[config.mk]
export PLATFORM = sky130hd
export DESIGN_NAME = jfif_dimension_scanner
export DESIGN_NICKNAME = d
export VERILOG_FILES = /design/src/sv/jds_pkg.sv /design/src/sv/jds_parser.sv /design/src/sv/jds_out_reg.sv /design/src/sv/jfif_dimension_scanner.sv
export SDC_FILE = /design/constraint.sdc
export NUM_CORES = 1
export LEC_CHECK = 0
export BUFFER_PORTS_ARGS = -buffer_cell sky130_fd_sc_hd__buf_2
export CORE_MARGIN = 4
export CORE_UTILIZATION = 55
export CTS_CLUSTER_SIZE = 24
export DETAILED_ROUTE_END_ITERATION = 6
export PLACE_DENSITY = 0.83
export SYNTH_ARGS = -nofsm -noshare
export SYNTH_HDL_FRONTEND = slang
export SYNTH_SLANG_ARGS = --single-unit
[constraint.sdc]
create_clock -name clk -period 3 [get_ports clk]
set_clock_uncertainty 0.05 [all_clocks]
set_input_delay 0.3 -clock clk [delete_from_list [all_inputs] [get_ports clk]]
set_output_delay 0.3 -clock clk [all_outputs]
set_load 0.02 [all_outputs]
[src/sv/jds_pkg.sv]
package jds_pkg;

    // Input beat: one file byte plus end-of-file flag
    typedef struct packed {
        logic [7:0] data_byte;
        logic       last_byte;
    } in_beat_t;

    // Result beat
    typedef struct packed {
        logic        status;
        logic [15:0] px_width;
        logic [15:0] px_height;
    } out_beat_t;

    // Parser result toward the output register
    typedef struct packed {
        logic      valid;
        out_beat_t beat;
    } res_t;

    // Parse phases
    typedef enum logic [2:0] {
        PH_HEADER = 3'd0,
        PH_SKIP   = 3'd1,
        PH_MARK0  = 3'd2,
        PH_MARK1  = 3'd3,
        PH_LENHI  = 3'd4,
        PH_LENLO  = 3'd5,
        PH_SOF    = 3'd6
    } phase_t;

    localparam logic STATUS_FOUND   = 1'b0;
    localparam logic STATUS_INVALID = 1'b1;

    localparam logic [7:0] MARKER_PREFIX = 8'hFF;
    localparam logic [7:0] SOI_CODE      = 8'hD8;
    localparam logic [7:0] APP0_CODE     = 8'hE0;
    localparam logic [7:0] SOF0_CODE     = 8'hC0;
    localparam logic [7:0] CHAR_J        = 8'h4A;
    localparam logic [7:0] CHAR_F        = 8'h46;
    localparam logic [7:0] CHAR_I        = 8'h49;
    localparam logic [7:0] NUL_BYTE      = 8'h00;

    // Header and SOF0 byte offsets
    localparam logic [3:0] HDR_LEN_HI_OFS = 4'd4;
    localparam logic [3:0] HDR_LEN_LO_OFS = 4'd5;
    localparam logic [3:0] HDR_LAST_OFS   = 4'd10;
    localparam logic [3:0] SOF_FIRST_OFS  = 4'd2;
    localparam logic [3:0] SOF_H_HI_OFS   = 4'd5;
    localparam logic [3:0] SOF_H_LO_OFS   = 4'd6;
    localparam logic [3:0] SOF_W_HI_OFS   = 4'd7;
    localparam logic [3:0] SOF_W_LO_OFS   = 4'd8;

    // APP0 length covers bytes 4..10; other segments cover their length field
    localparam logic [15:0] HDR_LEN_MIN = 16'd7;
    localparam logic [15:0] SEG_LEN_MIN = 16'd2;

    // Expected header byte at a given offset (length bytes are not compared)
    function automatic logic [7:0] hdr_expect(input logic [3:0] ofs);
        logic [7:0] v;
        case (ofs)
            4'd0:    v = MARKER_PREFIX;
            4'd1:    v = SOI_CODE;
            4'd2:    v = MARKER_PREFIX;
            4'd3:    v = APP0_CODE;
            4'd6:    v = CHAR_J;
            4'd7:    v = CHAR_F;
            4'd8:    v = CHAR_I;
            4'd9:    v = CHAR_F;
            default: v = NUL_BYTE;
        endcase
        return v;
    endfunction

endpackage

[src/sv/jds_parser.sv]
module jds_parser
    import jds_pkg::*;
(
    input  logic     clk,
    input  logic     rst_n,
    input  logic     step,
    input  in_beat_t beat,
    output res_t     res
);

    phase_t      phase_reg, phase_next;
    logic [3:0]  ofs_reg, ofs_next;
    logic [15:0] skip_reg, skip_next;
    logic [7:0]  len_hi_reg, len_hi_next;
    logic [15:0] height_reg, height_next;
    logic [7:0]  width_hi_reg, width_hi_next;
    logic        decided_reg, decided_next;

    logic [7:0]  b;
    logic [15:0] seg_len;
    logic        fail;
    logic        found;

    assign b       = beat.data_byte;
    assign seg_len = {len_hi_reg, b};

    // Decision for the current byte
    always_comb
    begin
        fail  = 1'b0;
        found = 1'b0;
        case (phase_reg)
            PH_HEADER:
            begin
                if (ofs_reg != HDR_LEN_HI_OFS && ofs_reg != HDR_LEN_LO_OFS
                    && b != hdr_expect(ofs_reg))
                    fail = 1'b1;
                if (ofs_reg >= HDR_LAST_OFS && skip_reg < HDR_LEN_MIN)
                    fail = 1'b1;
            end
            PH_SKIP:   fail = 1'b0;
            PH_MARK0:  fail = (b != MARKER_PREFIX);
            PH_MARK1:  fail = 1'b0;
            PH_LENHI:  fail = 1'b0;
            PH_LENLO:  fail = (seg_len < SEG_LEN_MIN);
            PH_SOF:    found = (ofs_reg >= SOF_W_LO_OFS);
            default:   fail = 1'b1;
        endcase
    end

    // Result; the last byte forces invalid if nothing was decided
    always_comb
    begin
        res.valid          = !decided_reg && (fail || found || beat.last_byte);
        res.beat.status    = found ? STATUS_FOUND : STATUS_INVALID;
        res.beat.px_width  = found ? {width_hi_reg, b} : 16'd0;
        res.beat.px_height = found ? height_reg : 16'd0;
    end

    // Next state
    always_comb
    begin
        phase_next    = phase_reg;
        ofs_next      = ofs_reg;
        skip_next     = skip_reg;
        len_hi_next   = len_hi_reg;
        height_next   = height_reg;
        width_hi_next = width_hi_reg;
        decided_next  = decided_reg;
        if (step)
        begin
            if (beat.last_byte)
            begin
                phase_next    = PH_HEADER;
                ofs_next      = 4'd0;
                skip_next     = 16'd0;
                len_hi_next   = 8'd0;
                height_next   = 16'd0;
                width_hi_next = 8'd0;
                decided_next  = 1'b0;
            end
            else if (!decided_reg)
            begin
                if (fail || found)
                    decided_next = 1'b1;
                else
                begin
                    case (phase_reg)
                        PH_HEADER:
                        begin
                            if (ofs_reg == HDR_LEN_HI_OFS)
                                len_hi_next = b;
                            if (ofs_reg == HDR_LEN_LO_OFS)
                                skip_next = seg_len;
                            if (ofs_reg >= HDR_LAST_OFS)
                            begin
                                skip_next  = skip_reg - HDR_LEN_MIN;
                                phase_next = (skip_reg != HDR_LEN_MIN) ? PH_SKIP : PH_MARK0;
                                ofs_next   = 4'd0;
                            end
                            else
                                ofs_next = ofs_reg + 4'd1;
                        end
                        PH_SKIP:
                        begin
                            skip_next = skip_reg - 16'd1;
                            if (skip_reg == 16'd1)
                                phase_next = PH_MARK0;
                        end
                        PH_MARK0:  phase_next = PH_MARK1;
                        PH_MARK1:
                        begin
                            if (b == SOF0_CODE)
                            begin
                                phase_next = PH_SOF;
                                ofs_next   = SOF_FIRST_OFS;
                            end
                            else
                                phase_next = PH_LENHI;
                        end
                        PH_LENHI:
                        begin
                            len_hi_next = b;
                            phase_next  = PH_LENLO;
                        end
                        PH_LENLO:
                        begin
                            skip_next  = seg_len - SEG_LEN_MIN;
                            phase_next = (seg_len != SEG_LEN_MIN) ? PH_SKIP : PH_MARK0;
                        end
                        PH_SOF:
                        begin
                            if (ofs_reg == SOF_H_HI_OFS)
                                height_next = {b, 8'd0};
                            if (ofs_reg == SOF_H_LO_OFS)
                                height_next = {height_reg[15:8], b};
                            if (ofs_reg == SOF_W_HI_OFS)
                                width_hi_next = b;
                            ofs_next = ofs_reg + 4'd1;
                        end
                        default:   decided_next = 1'b1;
                    endcase
                end
            end
        end
    end

    always_ff @(posedge clk or negedge rst_n)
    begin
        if (!rst_n)
        begin
            phase_reg    <= PH_HEADER;
            ofs_reg      <= 4'd0;
            skip_reg     <= 16'd0;
            len_hi_reg   <= 8'd0;
            height_reg   <= 16'd0;
            width_hi_reg <= 8'd0;
            decided_reg  <= 1'b0;
        end
        else
        begin
            phase_reg    <= phase_next;
            ofs_reg      <= ofs_next;
            skip_reg     <= skip_next;
            len_hi_reg   <= len_hi_next;
            height_reg   <= height_next;
            width_hi_reg <= width_hi_next;
            decided_reg  <= decided_next;
        end
    end

endmodule

[src/sv/jds_out_reg.sv]
module jds_out_reg
    import jds_pkg::*;
(
    input  logic      clk,
    input  logic      rst_n,
    input  logic      step,
    input  res_t      res,
    output logic      result_valid,
    input  logic      result_ready,
    output out_beat_t result_beat
);

    logic      valid_reg, valid_next;
    out_beat_t beat_reg, beat_next;

    // A step only happens when this register is empty or draining
    always_comb
    begin
        valid_next = valid_reg;
        beat_next  = beat_reg;
        if (step)
        begin
            valid_next = res.valid;
            beat_next  = res.beat;
        end
        else if (result_ready)
            valid_next = 1'b0;
    end

    always_ff @(posedge clk or negedge rst_n)
    begin
        if (!rst_n)
            valid_reg <= 1'b0;
        else
            valid_reg <= valid_next;
    end

    always_ff @(posedge clk)
    begin
        beat_reg <= beat_next;
    end

    assign result_valid = valid_reg;
    assign result_beat  = beat_reg;

endmodule

[src/sv/jfif_dimension_scanner.sv]
// Channel   Direction  Handshake                    Beat
// byte      in         byte_valid / byte_ready      in_beat_t  (data_byte, last_byte)
// result    out        result_valid / result_ready  out_beat_t (status, width, height)
//
// One byte per cycle unless the result stalls; a result is registered.
// The rate is set by the combinational parse step between input and result register.
// Reset clears the parser to the header check; no clearing pass.
// A stalled result holds the parser; one more byte is buffered in the input register.
module jfif_dimension_scanner
    import jds_pkg::*;
(
    input  logic      clk,
    input  logic      rst_n,
    input  logic      byte_valid,
    output logic      byte_ready,
    input  in_beat_t  byte_beat,
    output logic      result_valid,
    input  logic      result_ready,
    output out_beat_t result_beat
);

    logic     in_valid_reg, in_valid_next;
    in_beat_t in_reg, in_next;
    logic     step;
    res_t     res;

    // Parse the held byte when the result slot can take its outcome
    assign step       = in_valid_reg && (!result_valid || result_ready);
    assign byte_ready = !in_valid_reg || step;

    // Input register
    always_comb
    begin
        in_valid_next = in_valid_reg;
        in_next       = in_reg;
        if (byte_ready)
        begin
            in_valid_next = byte_valid;
            in_next       = byte_beat;
        end
    end

    always_ff @(posedge clk or negedge rst_n)
    begin
        if (!rst_n)
            in_valid_reg <= 1'b0;
        else
            in_valid_reg <= in_valid_next;
    end

    always_ff @(posedge clk)
    begin
        in_reg <= in_next;
    end

    jds_parser u_parser (
        .clk   (clk),
        .rst_n (rst_n),
        .step  (step),
        .beat  (in_reg),
        .res   (res)
    );

    jds_out_reg u_out (
        .clk          (clk),
        .rst_n        (rst_n),
        .step         (step),
        .res          (res),
        .result_valid (result_valid),
        .result_ready (result_ready),
        .result_beat  (result_beat)
    );

endmodule

# Word-level counts from Yosys, hierarchy flattened
# Memories as Yosys holds them, arrays and structs flattened.
# Index checks and enable logic that the tools add are counted.
# word_totals
reg_bits	100
rom_bits	128
inputBits	13
out_inout_bits	35
word_cells	130
mem_count	1
# mem_list
memory	words	word_bits	read_ports	rd_clocked_by_memory_dff	write_ports	line	source
(name not given)	16	8	1	0	0	jds_pkg.sv:62	case (ofs)
# classes
add_sub_neg	4
n_lt_le_gt_ge	4
n_eq_ne	26
muxes	49
reduce_logical	31
# op_table
operator	count
$mux W16	11
$mux W8	10
$pmux W16 S3	1
$reduce_and A5 Y1	5
$mux W4	5
$pmux W3 S6	1
$eq A16 B1 Y1 const B	1
$eq A4 B3 Y1 const B	4
$lt A16 B2 Y1 const B	1
$lt A16 B3 Y1 const B	1
$ne A16 B2 Y1 const B	1
$ne A16 B3 Y1 const B	1
$pmux W8 S2	1
$sub A16 B1 Y16 const B	1
$sub A16 B2 Y16 const B	1
$sub A16 B3 Y16 const B	1
$mux W3	5
$ne A3 B2 Y1 const B	4
$pmux W4 S3	1
$reduce_and A6 Y1	2
$mux W1	10
$eq A3 B3 Y1 const B	3
$eq A8 B8 Y1 const B	1
$ge A4 B4 Y1 const B	2
other kinds (20)	40

# Longest topological paths before layout
# Gate-level depths: netlist of the first run.
# depth
word_depth	11
depth_mapped	11
mapped_depth_nobuf	9

# Cells and area by module
# From an unflattened synthesis of the first run, not the netlist that was laid out.
# hier_totals
hier_cells	612
area_unflattened_um2	5913.2
# by_module_without_submodules
module	instances	cells_per_inst	area_each_um2
jds_parser	1	562	4551.9
jds_out_reg	1	36	1028.5
jfif_dimension_scanner	1	14	332.8

# Worst setup path before layout of the first run
# OpenSTA, ideal clock, no wires.
# synth_timing
path_type	reg2reg
startpoint	reg u_parser.ofs_reg[1]
endpoint	reg u_parser.skip_reg[5]
setup_time_ns	0.127
t_arrival_ns	2.636
t_required_ns	2.823
setup_slack_ns	0.187
path_stages_with_launch	12
cell_sequence	dfrtp_1 -> clkbuf_1 -> inv_1 -> ha_1 -> nand2_1 -> a21oi_1 -> or3_1 -> a211o_1 -> o21a_1 -> o21ai_2 -> buf_6 -> mux2_1
# synth_via
elab_chain_cells	10
word_cells_on_any_way	24
classes_between	order compare (2); eq/ne (6); mux (10); reduce/logical (5); memory (1)
# synth_rtl
element	line	source
start: declaration	jds_parser.sv:12	logic [3:0] ofs_reg, ofs_next;
start signal: assignment	jds_parser.sv:163	ofs_reg <= ofs_next;
$mem_v2 Z16 W8	-	
$mux W8	jds_parser.sv:32	case (phase_reg)
$ne A8 B8 Y1	jds_parser.sv:36	&& b != hdr_expect(ofs_reg))
$logic_and A1 B1 Y1	jds_parser.sv:36	
$mux W1	jds_parser.sv:35	if (ofs_reg != HDR_LEN_HI_OFS && ofs_reg != HDR_LEN_LO_OFS
$mux W1	jds_parser.sv:38	if (ofs_reg >= HDR_LAST_OFS && skip_reg < HDR_LEN_MIN)
$pmux W1 S4	jds_parser.sv:32	
$logic_or A1 B1 Y1	jds_parser.sv:84	if (fail || found)
$ne A2 B2 Y1 (no source line)	-	
$reduce_and A5 Y1 (no source line)	-	
end signal: assignment	jds_parser.sv:164	skip_reg <= skip_next;
end: declaration	jds_parser.sv:13	logic [15:0] skip_reg, skip_next;
# Parallel ways exist; a longest one is shown, timed or not. The select of a mux whose other input is x is not followed.
# A chain may end at the register's enable or synchronous reset.

# Final worst setup path of the first run
# layout_timing
startpoint	reg in_reg[6] (netlist bit)
endpoint	reg u_parser.height_reg[14]
# layout_via
elab_chain_cells	8
word_cells_on_any_way	10
classes_between	order compare (1); eq/ne (3); mux (3); reduce/logical (3)
# layout_rtl
element	line	source
start: declaration	jfif_dimension_scanner.sv:23	in_beat_t in_reg, in_next;
start signal: assignment	jfif_dimension_scanner.sv:53	in_reg <= in_next;
parallel branches: the longest is 4 deep, another holds $lt A16 B2 Y1	-	
$pmux W1 S4 (*)	jds_parser.sv:32	
$logic_or A1 B1 Y1 (*)	jds_parser.sv:84	
$ne A2 B2 Y1 (no source line) (*)	-	
$reduce_and A6 Y1 (no source line) (*)	-	
end signal: assignment	jds_parser.sv:166	height_reg <= height_next;
end: declaration	jds_parser.sv:15	logic [15:0] height_reg, height_next;
# Mark *: on every way between the ends.

==> results of run 1 <==
==> cell usage after synthesis, types with 4 or more instances <==
library cell / count / share of area, %
clkbuf_1: 25 / 1.6
xor2_1: 7 / 1.0
o21ai_0: 24 / 2.0
nand4b_1: 4 / 0.59
xnor2_1: 14 / 2.1
a211oi_1: 6 / 0.76
mux2_2: 11 / 2.1
edfxtp_1: 42 / 21
dfrtp_1: 58 / 24
buf_2: 4 / 0.34
mux2i_1: 13 / 2.2
o22ai_1: 5 / 0.52
nor4_1: 12 / 1.3
a21oi_1: 29 / 2.4
nand3_1: 11 / 0.92
nor2b_1: 5 / 0.52
nand4_1: 4 / 0.42
inv_1: 29 / 1.8
buf_6: 4 / 0.76
nor3_1: 18 / 1.5
nand2_1: 53 / 3.3
nand2b_1: 13 / 1.4
a22o_1: 7 / 1.0
and3_1: 7 / 0.73
and2_1: 21 / 2.2
ha_1: 12 / 2.5
o31ai_1: 4 / 0.50
nor2_1: 52 / 3.3
o41ai_1: 11 / 1.6
or3_1: 4 / 0.42
mux2_1: 7 / 1.3
o211ai_1: 11 / 1.4
or2_2: 4 / 0.42
==> what timing repair did <==
item                                    CTS  global route
gates resized for setup                   1             7
gates cloned                              0             0
pin swaps                                 0             1
hold buffers                              1             0
buffers inserted                          0             2
hold endpoints to repair                 21             0
endpoints found under the setup margin    8            14
==> cell usage in the layout, fill, tap and decap left out, types with 9 or more instances in the layout <==
cell type / n
and2_1: 21
buf_2: 47
buf_4: 57
nor2_1: 52
mux2_2: 11
xnor2_1: 14
ha_1: 11
inv_1: 28
nor3_1: 18
a21oi_1: 29
dfrtp_1: 57
clkbuf_8: 9
o211ai_1: 11
edfxtp_1: 42
nor4_1: 11
o41ai_1: 11
nand2b_1: 13
nand3_1: 10
mux2i_1: 13
nand2_1: 53
o21ai_0: 24
==> cell type report <==
cell class | count | share of cell area (%)
Tap cell | 136 | 2.472
Timing Repair Buffer | 106 | 10.07
Clock buffer | 9 | 1.799
Sequential cell | 100 | 39.42
Multi-Input combinational cell | 442 | 43.37
Inverter | 29 | 1.581
Clock inverter | 7 | 1.290
==> power groups by stage <==
stage          Sequential [mW]  Clock, mW  Combinational [mW]
3_5_place_dp              2.07          0                2.55
3_3_place_gp              2.04          0                2.49
6_report                  2.05      0.918                2.65
5_1_grt                   2.09      0.996                2.87
4_1_cts                   2.04      0.924                2.56
2_1_floorplan             2.05          0                1.66
==> per-stage QoR <==
step | hold WS [ns] | area [sq um] | cells | setup slack [ns] | TNS (ns)
after floorplan | -0.04559 | 5963 | 610 | 0.1867 | 0
after global placement | 0.2724 | 6596 | 810 | 0.03786 | 0
after detailed placement | 0.2721 | 6596 | 810 | -0.03915 | -0.1333
after CTS | 0.02113 | 6827 | 827 | 0.08037 | 0
after global routing | 0.01746 | 6884 | 829 | 0.003954 | 0
final | 0.03316 | 6884 | 829 | 0.09655 | 0
==> worst max path at each step <==
stage | startpoint | endpoint | depth (start not counted)
CTS | in_reg[3] | u_parser.skip_reg[9] | 9
global placement | u_parser.ofs_reg[1] | u_parser.skip_reg[0] | 9
detailed placement | u_parser.ofs_reg[1] | u_parser.skip_reg[0] | 9
floorplan | u_parser.ofs_reg[1] | u_parser.skip_reg[5] | 11
finish | in_reg[6] | u_parser.height_reg[14] | 9
global route | in_reg[6] | u_parser.height_reg[14] | 9
==> worst reg2reg max path: cells and delay by family (launching register included) <==
kind	cells	cell delay, ns
flip-flops	1	0.58
AND/OR/NAND/NOR	4	1.04
AO/OA/AOI/OAI	2	0.45
multiplexers	1	0.35
buffers and inverters	2	0.33
==> cells by family (layout without fill, tap and decap cells) <==
group,Yosys count,in the layout,share of synthesized area [%]
fa+ha+maj,12,12,2.518
mux,31,31,5.581
flops,100,100,45.49
xor+xnor,21,21,3.084
compound gates,149,149,18.13
buf+inv,68,151,5.056
simple gates,229,229,20.14
==> per-layer routing <==
layer | vias to the layer above | GRT usage [%] | share of wire (%)
li1 | 2398 | - | -
met1 | 2520 | 35.30 | 40
met2 | 298 | 43.78 | 48
met3 | 45 | 4.097 | 8.3
met4 | 0 | 10.34 | 3.2
met5 | - | 0 | 0
==> summary.txt, run 1 <==
Outcome
  • Status: finished clean

Setup path
  • R2r worst-path depth: 9
  • Crit Path Category: reg2reg
  • Worst path top cell family by delay: simple AND/OR/NAND/NOR gates
  • Max FO, Critical Path: 9
  • CP arrival: 3.13 ns
  • Worst setup EP type: flip-flop
  • FF-to-FF End: u_parser.height_reg[14]
  • CP peak stage delay: 0.59 ns
  • Critical-path top delay cell: nor4_1
  • CP most frequent cell: buf_4
  • Crit-path cells: nor4_1 > nand2_1 > o32ai_2 > or3_1 > buf_4 > nor2_1 > a21oi_2 > buf_4 > mux2_2
  • WP data required: 3.23 ns
  • R2R Path Start: in_reg[6]
  • Buffers & Inverters on Critical Path: 2
  • Crit start category: flip-flop
  • Reg2Reg Setup Slack: just under 0.1 ns

Power and ir drop
  • Leak: a little under 3 nW
  • Net Switching: 2.405 mW
  • Logic pwr share: 47.1%
  • Max rail drop VDD: 511.7 uV
  • Clk pwr share: 16.4%
  • Reg power frac: 36.5%
  • Power Internal: 3.209 mW
  • Tot Pwr: between 5 and 6 mW
  • Sw frac: 42.83%
  • PD cells: between 800 and 900 nW/um^2

Timing
  • Final setup fails: 0
  • Worst slew margin: 35.43%
  • Slew @ Worst Pin: 0.9441 ns
  • Final max-slew violation count: 0
  • Maximum clock rate: 344.4 MHz
  • RSZ-0062 raised after global routing: no
  • Final Hold Vio Count: 0
  • Period utilization: 96.78%
  • Tmin final: between 2 and 3 ns

Worst hold path
  • HP Class: in2reg
  • Worst Hold Launch: byte_beat[1]
  • Cells on Worst Hold Path: 1
  • Hold Path Sink: in_reg[1]

Floorplanning
  • Rows: 37
  • Die Ht: 112.1 um
  • Die area: 12570 sq um
  • Die Wd: roughly 110 um
  • Num ports: 48
  • Core Footprint: around 10000 sq um
  • Starting density of the core: 57.00%

Global route
  • GR Overflow Total: 0
  • Largest net degree at the start of global routing: 38
  • Initial antenna violation count: 0
  • Vias in the first global route: approximately 5100
  • Total track usage: 26.52%
  • First-pass GRT wire length: between 20000 and 30000 um

Clock tree
  • H-tree level count: 3
  • Root Driver: clkbuf_8
  • Clock tree sinks: 100
  • Worst-path clk slew: 0.11 ns
  • Worst-skew pair later-pin latency: 0.39 ns
  • Clk buf depth: 2
  • CTS Buf Count: 9
  • CTS tree: built

Synth
  • Fraction of registers with async set/reset: 58.00%
  • Post-synthesis sequential area ratio: 45.49%
  • Synth Register Bits: 100
  • Syn Nets: 635
  • Post-synthesis cell area: 5963 sq um
  • Post-synthesis instance total: ~600
  • Yosys warns: 0
  • EDFF count, synth: 42
  • Yosys cell types: 78
  • Avg Inst Size Synth: roughly 9.8 sq um
  • Top FF cell, synth: dfrtp_1

Place
  • I/O Buffers: 47
  • Routability congestion estimate: 1.009
  • Post-DP HPWL: 12120 um

Drt
  • DR WL/cell: about 20 um
  • Vias/cell: ~6.3
  • DRC violations left: 0
  • Total Wirelength: 16430 um
  • Via count: 5261
  • 1st-iter DRT viols: 691
  • ANT nets after route: 0
  • DRT Pass-1 Iters: 6

Final layout
  • Layout cells sized above 1: 23.52%
  • Final core occ: about two thirds
  • Nets: 713
  • Ant diodes: 0
  • FILL cells: 840
  • Max reg flops: 33
  • Layout overhead on the synthesized area: 15.44%
  • Area of the multi-input gates: 2985 sq um
  • Reg area: 2714 sq um

Flow run
  • Max cap viols: 0
Note: power is estimated with default switching activity, not from simulation.
==> run 2: changes to the inputs <==
--- a/config.mk
+++ b/config.mk
@@ -10,6 +10,7 @@
 export CORE_UTILIZATION = 55
 export CTS_CLUSTER_SIZE = 24
 export DETAILED_ROUTE_END_ITERATION = 6
+export MAX_ROUTING_LAYER = met4
 export PLACE_DENSITY = 0.83
 export SYNTH_ARGS = -nofsm -noshare
 export SYNTH_HDL_FRONTEND = slang
==> run 2 against run 1 <==
Compared with the run above: worst hold slack gained 0.0078 ns; register-to-register slack is essentially flat; global-route usage grew 1.4 points; core utilization grew 0.47 points; count of clock-buffer cells in the layout is the same; die area is the same; setup slack gained 0.0061 ns; critical path depth shrank 1; critical path type unchanged.
==> summary.txt, run 2 (synthesis gave the netlist of run 1 again) <==
Setup path
  • R2r worst-path depth: 8 (was 9)
  • WP data required: 3.21 ns (was 3.23 ns)
  • Max FO, Critical Path: 14 (was 9)
  • CP arrival: 3.10 ns (was 3.13 ns)
  • Worst setup EP type: flip-flop (unchanged)
  • Crit-path cells: or2_2 > o311ai_0 > o211a_1 > nand4b_1 > buf_4 > o21ai_4 > nand3_1 > o41ai_2 (was nor4_1 > nand2_1 > o32ai_2 > or3_1 > buf_4 > nor2_1 > a21oi_2 > buf_4 > mux2_2)
  • CP peak stage delay: 0.53 ns (was 0.59 ns)
  • Reg2Reg Setup Slack: 0.10 ns (was 0.1 ns)
  • Crit start category: flip-flop (unchanged)
  • Critical-path top delay cell: dfrtp_1 (was nor4_1)
  • FF-to-FF End: u_parser.ofs_reg[2] (was u_parser.height_reg[14])
  • R2R Path Start: u_parser.ofs_reg[3] (was in_reg[6])
  • Crit Path Category: reg2reg (unchanged)

Drt
  • Via count: 5313 (was 5261)
  • 1st-iter DRT viols: 689 (was 691)
  • Total Wirelength: 16950 um (was 16430 um)
  • Vias/cell: 6.394 (was 6.346)
  • DRC violations left: 0 (unchanged)
  • ANT nets after route: 0 (unchanged)
  • DRT Pass-1 Iters: 5 (was 6)
  • DR WL/cell: 20.39 um (was 19.82 um)

Place
  • Pre-CTS setup slack: -0.1204 ns (was -0.03915 ns)
  • I/O Buffers: 47 (unchanged)
  • Post-DP HPWL: 12520 um (was 12120 um)
  • DP Area: 6619 sq um (was 6596 sq um)
  • Routability congestion estimate: 1.007 (was 1.009)

Timing
  • Total negative slack: 0 ns (unchanged)
  • Period utilization: 96.58% (was 96.78%)
  • Maximum clock rate: 345.1 MHz (was 344.4 MHz)
  • Slew @ Worst Pin: 0.8978 ns (was 0.9441 ns)
  • Final Hold Vio Count: 0 (unchanged)
  • Final WS setup: 0.1026 ns (was 0.09655 ns)
  • WHS: 0.04092 ns (was 0.03316 ns)
  • Tmin final: 2.897 ns (was 2.903 ns)
  • Final setup fails: 0 (unchanged)
  • Final max-slew violation count: 0 (unchanged)
  • Worst slew margin: 39.69% (was 35.43%)

Worst hold path
  • HP Class: in2reg (unchanged)
  • Worst Hold Launch: byte_beat[2] (was byte_beat[1])
  • Cells on Worst Hold Path: 1 (unchanged)
  • Hold Path Sink: in_reg[2] (was in_reg[1])

Global route
  • Vias in the first global route: 5178 (was 5142)
  • First-pass GRT wire length: 27340 um (was 26940 um)
  • Total track usage: 27.89% (was 26.52%)
  • GR Overflow Total: 0 (unchanged)
  • Initial antenna violation count: 0 (unchanged)
  • Largest net degree at the start of global routing: 36 (was 38)

Outcome
  • Status: finished clean (unchanged)

Clock tree
  • CTS Buf Count: 9 (unchanged)
  • H-tree level count: 3 (unchanged)
  • Clock tree sinks: 100 (unchanged)
  • CTS tree: built (unchanged)
  • Worst-skew pair later-pin latency: 0.38 ns (was 0.39 ns)
  • Worst-path clk slew: 0.11 ns (about the same)
  • Clk buf depth: 2 (unchanged)
  • Root Driver: clkbuf_8 (unchanged)

Final layout
  • Commonest non-fill, non-tap cells in the layout: buf_4 (59), dfrtp_1 (58), nand2_1 (53), nor2_1 (52), buf_2 (47) (was dfrtp_1 (57), buf_4 (57), nand2_1 (53), nor2_1 (52), buf_2 (47))
  • Ant diodes: 0 (unchanged)
  • Commonest non-fill, non-tap cell in the layout: buf_4
  • Fin area: 6933 sq um (was 6884 sq um)
  • FILL cells: 802 (was 840)
  • Nets: 715 (was 713)
  • Layout cells sized above 1: 23.88% (was 23.52%)
  • Max reg flops: 33 (unchanged)
  • Layout overhead on the synthesized area: 16.26% (was 15.44%)

Floorplanning
  • Num ports: 48 (unchanged)
  • Die Wd: 112.1 um (unchanged)
  • Core Footprint: 10460 sq um (unchanged)
  • Rows: 37 (unchanged)
  • Die area: 12570 sq um (unchanged)
  • Starting density of the core: 57.00% (unchanged)
  • Die Ht: 112.1 um (unchanged)

Power and ir drop
  • Max rail drop VDD: 560.8 uV (was 511.7 uV)
  • Leak: 2.960 nW (was 2.937 nW)
  • PD cells: 826.1 nW/um^2 (was 815.5 nW/um^2)

Flow run
  • Max cap viols: 0 (unchanged)
## run 2: where the power goes
part	internal (mW)	switching (mW)
clock network	0.413	0.553
logic	1.14	1.60
registers	1.75	0.270
total	3.30	2.43
## run 2: final cells by class
cell class                      instances  area [sq um]  share of cell area [%]
Clock buffer                            9         123.9                   1.787
Clock inverter                          7         100.1                   1.444
Inverter                               29         108.9                   1.570
Multi-Input combinational cell        442          3009                   43.40
Sequential cell                       100          2713                   39.13
Tap cell                              136         170.2                   2.454
Timing Repair Buffer                  108         708.2                   10.21
## run 2: routing by layer
metal  track usage, %  share of wire [%]
met5                -                  0
met4            11.14                3.8
met3            4.043                8.2
met2            44.70                 48
met1            35.85                 40
## run 2: timing repair
item	CTS	global route
resized for setup	1	9
pin swaps	0	1
hold buffers	1	0
buffers inserted	0	1
cloned	0	0
setup endpoints to repair	8	20
hold endpoints to repair	16	0
## run 2: worst max-delay path by stage
| stage | start | to | slack [ns] | cells past startpoint |
|---|---|---|---|---|
| after global routing | in_reg[3] | u_parser.ofs_reg[3] | -0.009 | 7 |
| after CTS | in_reg[3] | u_parser.skip_reg[9] | 0.002 | 9 |
| after floorplan | u_parser.ofs_reg[1] | u_parser.skip_reg[5] | 0.19 | 11 |
| after detailed placement | u_parser.ofs_reg[1] | u_parser.skip_reg[0] | -0.12 | 9 |
| final | u_parser.ofs_reg[3] | u_parser.ofs_reg[2] | 0.10 | 8 |
| after global placement | u_parser.ofs_reg[1] | u_parser.skip_reg[0] | 0.002 | 9 |
## run 2: through the flow
stage | utilization (%) | cells | total power, mW
after CTS | 65.57 | 830 | 5.625
after floorplan | - | 610 | 3.711
final | 66.26 | 831 | 5.728
after global routing | 66.26 | 831 | 6.050
after detailed placement | 63.26 | 813 | 4.666
after global placement | 63.26 | 813 | 4.588
## run 2: critical path, delay by kind of cell (launching register included)
| family | cells | cell delay (ns) |
|---|---|---|
| flip-flops | 1 | 0.53 |
| buffers and inverters | 1 | 0.16 |
| AO/OA/AOI/OAI | 4 | 1.31 |
| AND/OR/NAND/NOR | 3 | 0.72 |
